### src/rtl/core/oorq_pkg.sv
// Shared types and codes for the overwrite-oldest ring queue.
// Used by oorq_ctrl and overwrite_oldest_ring_queue; no dependencies.
`timescale 1ns / 1ps

package oorq_pkg;

  // Widths fixed by the item and register fields
  localparam int DATA_W      = 64;
  localparam int LIMIT_W     = 5;
  localparam int ELEM_W      = 4;
  localparam int COUNT_W     = 5;
  localparam int STATUS_W    = 2;
  localparam int MAX_BYTES   = 8;
  localparam int CFG_INDEX_W = 2;
  localparam int CFG_DATA_W  = 5;

  // Configuration register indexes
  localparam logic [CFG_INDEX_W-1:0] CFG_QUEUE_LIMIT   = 2'd0;
  localparam logic [CFG_INDEX_W-1:0] CFG_ELEMENT_BYTES = 2'd1;

  // Reset values of the configuration registers
  localparam logic [LIMIT_W-1:0] QUEUE_LIMIT_RST   = 5'd16;
  localparam logic [ELEM_W-1:0]  ELEMENT_BYTES_RST = 4'd0;

  typedef enum logic {
    OP_PUSH = 1'b0,
    OP_POP  = 1'b1
  } op_t;

  typedef enum logic [STATUS_W-1:0] {
    STAT_OK    = 2'd0,
    STAT_UNCFG = 2'd1,
    STAT_EMPTY = 2'd2
  } status_t;

  // Per-item result info from the control logic to the result path
  typedef struct packed {
    status_t              status;
    logic                 overwrote;
    logic [COUNT_W-1:0]   fill_count;
    logic                 pop_ok;
    logic [MAX_BYTES-1:0] byte_en;
  } info_t;

endpackage

### src/rtl/core/oorq_ctrl.sv
// Queue control: head/tail pointers, fill count, and per-item decision.
// Depends on oorq_pkg.
`timescale 1ns / 1ps

module oorq_ctrl #(
  parameter int MAX_ENTRIES = 16,
  parameter int DATA_BYTES  = 8,
  parameter int PTR_W       = 4
) (
  input  logic                          clk,
  input  logic                          rst,
  input  logic                          accept,
  input  logic                          operation,
  input  logic [oorq_pkg::LIMIT_W-1:0]  queue_limit,
  input  logic [oorq_pkg::ELEM_W-1:0]   element_bytes,
  output oorq_pkg::info_t               info,
  output logic                          wr_en,
  output logic [PTR_W-1:0]              wr_addr,
  output logic                          rd_en,
  output logic [PTR_W-1:0]              rd_addr
);

  // Largest limit the 5-bit register can express against the ring depth
  localparam int LimCap = (MAX_ENTRIES < 31) ? MAX_ENTRIES : 31;

  logic [PTR_W-1:0]               head, head_next;
  logic [PTR_W-1:0]               tail, tail_next;
  logic [oorq_pkg::COUNT_W-1:0]   count, count_next;
  logic [oorq_pkg::LIMIT_W-1:0]   lim;
  logic [oorq_pkg::ELEM_W-1:0]    nbytes;
  logic [oorq_pkg::MAX_BYTES-1:0] byte_en;
  logic                           full;
  logic                           pop_ok;
  logic                           push_ok;

  function automatic logic [PTR_W-1:0] ptr_inc(input logic [PTR_W-1:0] p);
    logic [PTR_W-1:0] n;
    if (p == PTR_W'(MAX_ENTRIES - 1)) n = '0;
    else n = p + PTR_W'(1);
    return n;
  endfunction

  // Effective limit: zero acts as one, clamp to ring depth
  always_comb begin
    if (queue_limit == '0) begin
      lim = oorq_pkg::LIMIT_W'(1);
    end else if (32'(queue_limit) > 32'(LimCap)) begin
      lim = oorq_pkg::LIMIT_W'(LimCap);
    end else begin
      lim = queue_limit;
    end
  end

  // Element size clamped to storage width, expanded to byte enables
  always_comb begin
    if (32'(element_bytes) > 32'(DATA_BYTES)) nbytes = oorq_pkg::ELEM_W'(DATA_BYTES);
    else nbytes = element_bytes;
    for (int i = 0; i < oorq_pkg::MAX_BYTES; i++) begin
      byte_en[i] = (oorq_pkg::ELEM_W'(i) < nbytes);
    end
  end

  assign full = (count >= lim);

  // Item decision and next pointer state
  always_comb begin
    head_next       = head;
    tail_next       = tail;
    count_next      = count;
    info.status     = oorq_pkg::STAT_OK;
    info.overwrote  = 1'b0;
    pop_ok          = 1'b0;
    push_ok         = 1'b0;
    if (element_bytes == '0) begin
      info.status = oorq_pkg::STAT_UNCFG;
    end else if (operation == oorq_pkg::OP_PUSH) begin
      push_ok = 1'b1;
      if (full) begin
        // drop the oldest entry; count stays the same
        head_next      = ptr_inc(head);
        info.overwrote = 1'b1;
      end else begin
        count_next = count + oorq_pkg::COUNT_W'(1);
      end
      tail_next = ptr_inc(tail);
    end else if (count == '0) begin
      info.status = oorq_pkg::STAT_EMPTY;
    end else begin
      pop_ok     = 1'b1;
      head_next  = ptr_inc(head);
      count_next = count - oorq_pkg::COUNT_W'(1);
    end
    info.pop_ok     = pop_ok;
    info.fill_count = count_next;
    info.byte_en    = byte_en;
  end

  assign wr_en   = accept & push_ok;
  assign wr_addr = tail;
  assign rd_en   = accept & pop_ok;
  assign rd_addr = head;

  always_ff @(posedge clk) begin
    if (rst) begin
      head  <= '0;
      tail  <= '0;
      count <= '0;
    end else if (accept) begin
      head  <= head_next;
      tail  <= tail_next;
      count <= count_next;
    end
  end

endmodule

### src/rtl/core/overwrite_oldest_ring_queue.sv
// Top level of the overwrite-oldest ring queue: config registers, slot memory,
// read stage and result register. Depends on oorq_pkg and oorq_ctrl.
// Each result passes through the read stage and then the result register.
// Throughput: one item per cycle unless rsp_ready stalls; at most one slot write or read per item.
// Reset: pointers and fill count clear, queue_limit is 16, element_bytes is 0
// (unconfigured); slot contents are not cleared.
`timescale 1ns / 1ps

module overwrite_oldest_ring_queue #(
  parameter int MAX_ENTRIES = 16,
  parameter int DATA_BYTES  = 8
) (
  input  logic                              clk,
  input  logic                              rst,
  // configuration write channel
  input  logic                              cfg_valid,
  output logic                              cfg_ready,
  input  logic [oorq_pkg::CFG_INDEX_W-1:0]  cfg_index,
  input  logic [oorq_pkg::CFG_DATA_W-1:0]   cfg_data,
  // request channel
  input  logic                              req_valid,
  output logic                              req_ready,
  input  logic                              operation,
  input  logic [oorq_pkg::DATA_W-1:0]       data_in,
  // response channel
  output logic                              rsp_valid,
  input  logic                              rsp_ready,
  output logic [oorq_pkg::STATUS_W-1:0]     status,
  output logic [oorq_pkg::DATA_W-1:0]       data_out,
  output logic                              overwrote,
  output logic [oorq_pkg::COUNT_W-1:0]      fill_count
);

  localparam int DataW = DATA_BYTES * 8;
  localparam int PtrW  = (MAX_ENTRIES > 1) ? $clog2(MAX_ENTRIES) : 1;

  logic [oorq_pkg::LIMIT_W-1:0] queue_limit;
  logic [oorq_pkg::ELEM_W-1:0]  element_bytes;

  oorq_pkg::info_t  info;
  oorq_pkg::info_t  s1_info;
  logic             s1_valid;
  logic             wr_en, rd_en;
  logic [PtrW-1:0]  wr_addr, rd_addr;
  logic [DataW-1:0] wr_mask, rd_mask;
  logic [DataW-1:0] wr_data;
  logic [DataW-1:0] rd_data;
  logic [DataW-1:0] slots [MAX_ENTRIES];
  logic             rsp_free;
  logic             s1_adv;
  logic             accept;

  // Handshake: read stage advances when the result register is free
  assign rsp_free  = !rsp_valid || rsp_ready;
  assign s1_adv    = s1_valid && rsp_free;
  assign req_ready = !s1_valid || rsp_free;
  assign accept    = req_valid && req_ready;
  assign cfg_ready = 1'b1;

  // Configuration registers
  always_ff @(posedge clk) begin
    if (rst) begin
      queue_limit   <= oorq_pkg::QUEUE_LIMIT_RST;
      element_bytes <= oorq_pkg::ELEMENT_BYTES_RST;
    end else if (cfg_valid && cfg_ready) begin
      case (cfg_index)
        oorq_pkg::CFG_QUEUE_LIMIT:   queue_limit   <= cfg_data;
        oorq_pkg::CFG_ELEMENT_BYTES: element_bytes <= cfg_data[oorq_pkg::ELEM_W-1:0];
        default: ;
      endcase
    end
  end

  oorq_ctrl #(
    .MAX_ENTRIES (MAX_ENTRIES),
    .DATA_BYTES  (DATA_BYTES),
    .PTR_W       (PtrW)
  ) u_ctrl (
    .clk           (clk),
    .rst           (rst),
    .accept        (accept),
    .operation     (operation),
    .queue_limit   (queue_limit),
    .element_bytes (element_bytes),
    .info          (info),
    .wr_en         (wr_en),
    .wr_addr       (wr_addr),
    .rd_en         (rd_en),
    .rd_addr       (rd_addr)
  );

  // Byte masks for the write data and for the popped entry
  always_comb begin
    for (int i = 0; i < DATA_BYTES; i++) begin
      wr_mask[i*8 +: 8] = {8{info.byte_en[i]}};
      rd_mask[i*8 +: 8] = {8{s1_info.byte_en[i]}};
    end
  end

  assign wr_data = data_in[DataW-1:0] & wr_mask;

  // Slot memory: one write at tail, registered read at head
  always_ff @(posedge clk) begin
    if (wr_en) begin
      slots[wr_addr] <= wr_data;
    end
    if (rd_en) begin
      rd_data <= slots[rd_addr];
    end
  end

  // Read stage: holds the item info while the slot read completes
  always_ff @(posedge clk) begin
    if (rst) begin
      s1_valid <= 1'b0;
    end else if (req_ready) begin
      s1_valid <= accept;
    end
  end

  always_ff @(posedge clk) begin
    if (accept) begin
      s1_info <= info;
    end
  end

  // Result register
  always_ff @(posedge clk) begin
    if (rst) begin
      rsp_valid <= 1'b0;
    end else if (rsp_free) begin
      rsp_valid <= s1_valid;
    end
  end

  always_ff @(posedge clk) begin
    if (s1_adv) begin
      status     <= s1_info.status;
      overwrote  <= s1_info.overwrote;
      fill_count <= s1_info.fill_count;
      data_out   <= s1_info.pop_ok ? oorq_pkg::DATA_W'(rd_data & rd_mask) : '0;
    end
  end

endmodule

### config.mk
export PLATFORM = sky130hd
export DESIGN_NAME = overwrite_oldest_ring_queue
export DESIGN_NICKNAME = d
export VERILOG_FILES = /design/src/rtl/core/oorq_pkg.sv /design/src/rtl/core/oorq_ctrl.sv /design/src/rtl/core/overwrite_oldest_ring_queue.sv
export SDC_FILE = /design/constraint.sdc
export NUM_CORES = 1
export LEC_CHECK = 0
export ABC_AREA = 0
export BUFFER_PORTS_ARGS = -buffer_cell sky130_fd_sc_hd__buf_2
export CAP_MARGIN = 20
export CORE_UTILIZATION = 40
export DETAILED_ROUTE_END_ITERATION = 12
export PLACE_DENSITY_LB_ADDON = 0.08
export SYNTH_ARGS = -nofsm -noshare
export SYNTH_HDL_FRONTEND = slang
export SYNTH_SLANG_ARGS = --single-unit
### constraint.sdc
create_clock -name clk -period 8.6 [get_ports clk]
set_clock_uncertainty 0.15 [all_clocks]
set_input_delay 0.43 -clock clk [delete_from_list [all_inputs] [get_ports clk]]
set_output_delay 0.43 -clock clk [all_outputs]
set_load 0.03 [all_outputs]
==> impl_metrics.csv, run 1 <==
group,metric,value,unit
critical_path,worst-setup-path-type,"reg -> reg",
floorplan,std_cell_rows,123,
power_and_ir_drop,power.density,227,mW/mm^2
global_routing,via_count_of_the_first_global_routing_pass,23017,
floorplan,die_y,341,microns
floorplan,chipWidth,341,microns
synthesis,synth_sequential_area_ratio,78.0,%
routing,total_length_of_routed_wires,107000,microns
placement,preCtsSetupSlack,4.28,ns
critical_path,timing.critical_path.from_type,"flip-flop",
timing,maxSlewHeadroom,26.2,%
clock_tree,cts-buffers-inserted,131,
synthesis,synth_nets,2233,
timing,rsz_0062_raised_after_global_routing,"false",
global_routing,grt_antenna_before_repair,2,
routing,number_of_search_and_repair_iterations_in_the_first_detailed_routing_pass,5,
timing,period_share,48.7,%
synthesis,ys.warnings.count,0,
timing,total_negative_slack_for_setup_checks,0,ns
timing,finalMaxSlewViolations,0,
power_and_ir_drop,total_design_power,12.0,mW
routing,drc_errors,0,
floorplan,floorplan.die_area,0.116,sq mm
synthesis,synth_top_cells_by_area,"sky130_fd_sc_hd__edfxtp_1 77%, sky130_fd_sc_hd__mux4_2 13%, sky130_fd_sc_hd__mux2i_1 1.6%",
final_layout,area_growth_syn_to_layout,15.0,%
routing,antenna_violating_nets_post_route,0,
synthesis,synth_cells,2144,
final_layout,layout-drive-gt1-share,26.6,%
power_and_ir_drop,leakagePower,16.7,nW
worst_hold_path,min-delay-path-class,"in -> reg",
clock_tree,clock-sinks,1201,
global_routing,all_layer_global_routing_usage,18.7,%
critical_path,critical_path_peak_fanout,22,
synthesis,post_synth_top_area_share,77.0,%
synthesis,postSynth.topFlopCell,"sky130_fd_sc_hd__edfxtp_1",
routing,initialDrtViolationCount,1650,
clock_tree,cts-htree-levels,4,
placement,count_of_buffers_inserted_at_the_top_level_ports,150,
timing,setup_slack,4.41,ns
placement,detailedPlacementHpwl,57000,microns
critical_path,critical_path_required_time,8.81,ns
synthesis,synth_cell_types,57,
routing,routed_wire_length_per_instance,26.7,microns
floorplan,start_util,40.6,%
global_routing,total_grt_overflow,0,
run,drv_cap,0,
clock_tree,post-cts-setup-buffers,0,
critical_path,rrSetupSlack,4.41,ns
synthesis,yosys.area.top_type,"sky130_fd_sc_hd__edfxtp_1",
synthesis,async_flop_share,0,%
timing,finalHoldViolCount,0,
timing,whs,0.0564,ns
floorplan,core_area,0.113,sq mm
synthesis,postSynthRegisterBits,1201,
timing,tightestPinTransition,1.10,ns
critical_path,cp.arrival,4.40,ns
placement,dpl_cell_area,0.0486,sq mm
final_layout,final_util,46.7,%
routing,total_via_count_in_the_routed_design,21483,
synthesis,post_synthesis_mean_instance_area,21.4,sq um
clock_tree,cts_tree,"done",
final_layout,nFillCells,9490,
clock_tree,cts_resized,0,
global_routing,maximum_number_of_pins_on_one_net_before_global_route_repair,115,
final_layout,layout.cells.non_filler,3996,
timing,fmax,239,MHz
synthesis,synth_edf_count,1177,
routing,per_cell_via_count_in_the_routed_design,5.38,
clock_tree,clkSlewWorstSetupHoldPaths,0.06,ns
synthesis,synthesis.area,0.0459,sq mm
clock_tree,ctsRootBufferMaster,"sky130_fd_sc_hd__clkbuf_16",
timing,finalSetupViolCount,0,
clock_tree,postCtsHoldBufs,17,
placement,final_replace_weighted_congestion,0.742,
clock_tree,cts-root-to-sink-buffers,3,
global_routing,grt_pass1_wl,157000,microns
clock_tree,worst_skew_pair.late_latency,0.74,ns
power_and_ir_drop,power.ir.vdd_worst,0.172,mV
timing,fin_crit,4.19,ns
critical_path,critical_path_capture_point_type,"flip-flop",
final_layout,post-route-cell-area,0.0528,sq mm
final_layout,final_nets,2478,
floorplan,io_pins,152,
placement,numPlacedInstances,3730,
run_status,run_status,"complete, no violations",
## flip-flops by register name, indices dropped and copies added, names as in the netlist
signal / flops
u_ctrl.count: 5
overwrote: 1
slots: 1024
status: 2
element_bytes: 4
rd_mask: 8
fill_count: 5
rd_data: 64
queue_limit: 5
u_ctrl.rd_addr: 4
rsp_valid: 1
u_ctrl.wr_addr: 4
data_out: 64
s1_info: 9
s1_valid: 1
## logic make-up (layout without fill, tap and decap cells)
family	after synthesis	count (layout)	share of synthesized area [%]
XOR/XNOR	2	2	0.0382
AND/OR/NAND/NOR	289	289	3.70
buffers and inverters	132	481	1.28
adder cells (fa/ha/maj)	12	12	0.327
flip-flops	1201	1201	78.0
AO/OA/AOI/OAI	176	176	2.43
multiplexers	331	331	14.2
other	1	4	0.00817
## metal layers
layer,part of all wire (%),vias to the layer above,global-route usage (%)
met1,45,11472,26.1
li1,-,9398,-
met3,4.4,142,2.94
met4,1.9,0,5.06
met5,0,-,0
met2,49,471,30.5
## cell usage in the layout, fill, tap and decap left out, drive strengths merged, types with 8 or more instances in the layout
cell type and n:
mux4 256, nand2 19, clkbuf 171, edfxtp 1177, inv 27, nor2b 106, dlygate4sd3 19, buf 208
clkinv 51, and3 64, a21oi 80, mux2i 74, nor2 39, and2 24, ha 12, nor3 8
dfxtp 24, a211oi 64
## cells in the mapped netlist (all sizes together), types with 4 or more instances
master,count
mux4,256
nand2,19
a31oi,6
and2,24
dfxtp,24
or4,4
buf,55
edfxtp,1177
a211oi,64
a21oi,80
nand2b,6
o21ai,6
nand3,4
nor2b,106
nor3,8
inv,17
nor2,39
and3,64
mux2i,74
nand3b,5
ha,12
clkbuf,60
## worst paths after layout
| path | depth (start not counted) | endpoint | startpoint |
|---|---|---|---|
| min reg2reg | 0 | status[1] | s1_info[16] |
| min | 2 | slots[1][12] | data_in[12] |
| max | 6 | slots[14][26] | element_bytes[3] |
| max reg2reg | 6 | slots[14][26] | element_bytes[3] |
## power by group
group | total, mW | leakage [nW] | switching (mW) | internal (mW)
Combinational | 0.329 | 3.73 | 0.207 | 0.122
Clock | 5.19 | 1.92 | 2.23 | 2.96
Sequential | 6.45 | 11.0 | 0.0218 | 6.43
## layout make-up
cell class	instances	area [sq um]	share of cell area [%]
Antenna cell	3	7.51	0.0142
Clock buffer	171	3490	6.61
Clock inverter	66	447	0.846
Inverter	17	63.8	0.121
Multi-Input combinational cell	811	9630	18.2
Sequential cell	1201	35800	67.9
Tap cell	1500	1880	3.55
Timing Repair Buffer	227	1450	2.74
## critical path, stage by stage (launching register included)
cell and delay (ns):
sky130_fd_sc_hd__dfxtp_1 0.61, sky130_fd_sc_hd__or4_4 0.38, sky130_fd_sc_hd__and4_1 0.49, sky130_fd_sc_hd__nand2_1 0.30, sky130_fd_sc_hd__nor2_4 0.79, sky130_fd_sc_hd__buf_4 0.57, sky130_fd_sc_hd__buf_4 0.50
(Power assumes the default switching activity.)
==> run 2: changes to the inputs <==
--- a/config.mk
+++ b/config.mk
@@ -5,7 +5,7 @@
 export SDC_FILE = /design/constraint.sdc
 export NUM_CORES = 1
 export LEC_CHECK = 0
-export ABC_AREA = 0
+export ABC_AREA = 1
 export BUFFER_PORTS_ARGS = -buffer_cell sky130_fd_sc_hd__buf_2
 export CAP_MARGIN = 20
 export CORE_UTILIZATION = 40
==> constraint.sdc (replaced) <==
create_clock -name clk -period 3.4 [get_ports clk]
set_clock_uncertainty 0.15 [all_clocks]
set_input_delay 0.17 -clock clk [delete_from_list [all_inputs] [get_ports clk]]
set_output_delay 0.17 -clock clk [all_outputs]
set_load 0.03 [all_outputs]
==> impl_metrics.csv, run 2 <==
group,metric,value,unit
synthesis,synth_top_cells_by_area,"sky130_fd_sc_hd__edfxtp_1 76%, sky130_fd_sc_hd__nor2_1 5.4%, sky130_fd_sc_hd__o21ai_0 5.1%",
synthesis,synth_top_cells_by_count,"1177 x sky130_fd_sc_hd__edfxtp_1, 669 x sky130_fd_sc_hd__nor2_1, 474 x sky130_fd_sc_hd__o21ai_0, 214 x sky130_fd_sc_hd__nand2_1, 167 x sky130_fd_sc_hd__inv_1",
final_layout,layout_common_cells,"1177 x sky130_fd_sc_hd__edfxtp_1, 648 x sky130_fd_sc_hd__nor2_1, 474 x sky130_fd_sc_hd__o21ai_0, 214 x sky130_fd_sc_hd__nand2_1, 165 x sky130_fd_sc_hd__inv_1",
critical_path,critical_path_slowest_stage_cell,"sky130_fd_sc_hd__nor2_4",
synthesis,synth_cell_types,33,
placement,count_of_buffers_inserted_at_the_top_level_ports,150,
clock_tree,cts-htree-levels,4,
final_layout,sequential_cell_area,0.0358,sq mm
synthesis,synth_cells,3457,
timing,fmax,357,MHz
placement,final_replace_weighted_congestion,0.791,
final_layout,largest_register_ffs,1024,
synthesis,yosys.area.top_type,"sky130_fd_sc_hd__edfxtp_1",
timing,period_share,82.5,%
final_layout,largest_register,"slots",
placement,detailedPlacementHpwl,72000,microns
timing,rsz_0062_raised_after_global_routing,"false",
final_layout,nFillCells,10069,
synthesis,async_flop_share,0,%
timing,total_negative_slack_for_setup_checks,0,ns
routing,total_length_of_routed_wires,130000,microns
global_routing,total_grt_overflow,0,
run,drv_cap,0,
synthesis,postSynthRegisterBits,1201,
routing,total_via_count_in_the_routed_design,29078,
floorplan,chipWidth,343,microns
final_layout,largest_registers,"slots x1024, data_out x64, rd_data x64",
clock_tree,cts_resized,0,
final_layout,layout-drive-gt1-share,12.6,%
routing,per_cell_via_count_in_the_routed_design,5.45,
synthesis,ys.warnings.count,0,
synthesis,synth.most_common_cell,"sky130_fd_sc_hd__edfxtp_1",
clock_tree,clock-sinks,1201,
power_and_ir_drop,total_design_power,32.3,mW
worst_hold_path,min-delay-path-class,"in -> reg",
floorplan,std_cell_rows,124,
global_routing,maximum_number_of_pins_on_one_net_before_global_route_repair,160,
final_layout,final_nets,3816,
timing,finalMaxSlewViolations,0,
critical_path,cp_top_family,"simple AND/OR/NAND/NOR gates",
final_layout,area_of_combinational_cells_with_multiple_inputs,0.00918,sq mm
global_routing,grt_antenna_before_repair,0,
timing,maxSlewHeadroom,29.9,%
synthesis,synth_edf_count,1177,
power_and_ir_drop,power.ir.vdd_worst,0.400,mV
timing,fin_crit,2.80,ns
critical_path,timing.critical_path.from_type,"flip-flop",
routing,initialDrtViolationCount,2473,
timing,tightestPinTransition,1.05,ns
global_routing,via_count_of_the_first_global_routing_pass,29066,
clock_tree,ctsRootBufferMaster,"sky130_fd_sc_hd__clkbuf_16",
final_layout,final_common_cell,"sky130_fd_sc_hd__edfxtp_1",
floorplan,io_pins,152,
clock_tree,worst_skew_pair.late_latency,0.74,ns
routing,antenna_violating_nets_post_route,0,
synthesis,synthesis.area,0.0465,sq mm
floorplan,core_area,0.115,sq mm
synthesis,synth_sequential_area_ratio,77.0,%
power_and_ir_drop,leakagePower,18.9,nW
synthesis,post_synth_top_area_share,76.0,%
final_layout,area_growth_syn_to_layout,17.7,%
final_layout,num_antenna_cells,0,
routing,number_of_search_and_repair_iterations_in_the_first_detailed_routing_pass,7,
clock_tree,clkSlewWorstSetupHoldPaths,0.06,ns
critical_path,worst-setup-path-type,"reg -> reg",
synthesis,post_synthesis_mean_instance_area,13.4,sq um
critical_path,critical_path_required_time,3.65,ns
global_routing,all_layer_global_routing_usage,22.0,%
critical_path,path_cells,"nand3_2 > nand2_1 > clkinv_2 > nand2_2 > nor2_4 > nand2_1 > nor2_4 > buf_12",
timing,finalHoldViolCount,0,
clock_tree,cts_tree,"done",
routing,routed_wire_length_per_instance,24.3,microns
critical_path,cp.arrival,3.06,ns
synthesis,synth_nets,3546,
global_routing,grt_pass1_wl,191000,microns
critical_path,critical_path_peak_fanout,28,
routing,drc_errors,0,
timing,finalSetupViolCount,0,
run_status,run_status,"complete, no violations",
floorplan,floorplan.die_area,0.118,sq mm
critical_path,critical_path_buf_inv_count,2,
floorplan,start_util,40.5,%
synthesis,postSynth.topFlopCell,"sky130_fd_sc_hd__edfxtp_1",
critical_path,max_stage_delay,0.61,ns
power_and_ir_drop,power.density,591,mW/mm^2
clock_tree,cts-buffers-inserted,132,
floorplan,die_y,343,microns
clock_tree,cts-root-to-sink-buffers,3,
critical_path,critical_path_capture_point_type,"flip-flop",
[run 2: timing repair]
item,4_1_cts,5_1_grt
hold buffers,83,0
setup endpoints to repair,0,0
hold endpoints to repair,1006,0
buffers inserted,0,0
[run 2: kinds of logic after synthesis]
group,after synthesis,share of synthesized area (%)
AOI/OAI and AO/OA,830,10.3
xor gates and xnor gates,5,0.0942
adders and majority gates,12,0.323
buffers and inverters,387,3.53
DFF,1201,77.0
other,1,0.00807
and+or+nand+nor,1021,8.67
[run 2: worst reg2reg max path: stages, from the launching register on]
cell	delay, ns
sky130_fd_sc_hd__dfxtp_1	0.36
sky130_fd_sc_hd__nand3_2	0.11
sky130_fd_sc_hd__nand2_1	0.13
sky130_fd_sc_hd__clkinv_2	0.08
sky130_fd_sc_hd__nand2_2	0.11
sky130_fd_sc_hd__nor2_4	0.27
sky130_fd_sc_hd__nand2_1	0.30
sky130_fd_sc_hd__nor2_4	0.61
sky130_fd_sc_hd__buf_12	0.33
[run 2: cell type report]
type / count / area share (%)
clock inverters: 73 / 1.02
inverters: 176 / 1.25
flip-flops and latches: 1201 / 65.5
well taps: 1512 / 3.46
clock buffers: 162 / 6.41
multi-input cells: 1869 / 16.8
repair buffers: 347 / 5.60
[run 2: power by group]
part / switching [mW] / internal (mW) / total (mW)
combinational: 1.60 / 0.642 / 2.25
sequential: 0.0782 / 16.4 / 16.5
clock: 5.76 / 7.80 / 13.6
total: 7.45 / 24.9 / 32.3
[run 2: path summary, 6_finish.rpt]
path / start / to / slack, ns / cells past startpoint
worst min-delay path: data_in[59] / slots[2][59] / 0.02 / 3
worst min register to register: s1_info[9] / fill_count[0] / 0.27 / 0
worst max-delay path: rsp_valid / slots[5][35] / 0.60 / 8
worst max register to register: rsp_valid / slots[5][35] / 0.60 / 8
[run 2: metal layers]
layer  global-route usage, %  vias to the layer above  wire length [microns]
li1                        -                    13254                      -
met5                       0                        -                      0
met3                    3.24                      200                   5930
met4                    8.81                        0                   4620
met2                    34.8                      801                  60400
met1                    30.7                    14823                  58500
[run 2: stage by stage]
| stage | area [sq um] | util [%] | worst slack (ns) | hold slack [ns] | cells |
|---|---|---|---|---|---|
| 5_1_grt | 54700 | 47.7 | 0.373 | 0.0310 | 5340 |
| 3_5_place_dp | 49800 | 43.4 | 0.576 | 0.249 | 5020 |
| 2_1_floorplan | 46600 | - | 0.190 | 0.150 | 3457 |
| 6_report | 54700 | 47.7 | 0.595 | 0.0239 | 5340 |
| 4_1_cts | 54700 | 47.7 | 0.562 | 0.0124 | 5338 |
| 3_3_place_gp | 49800 | 43.4 | 0.637 | 0.243 | 5020 |
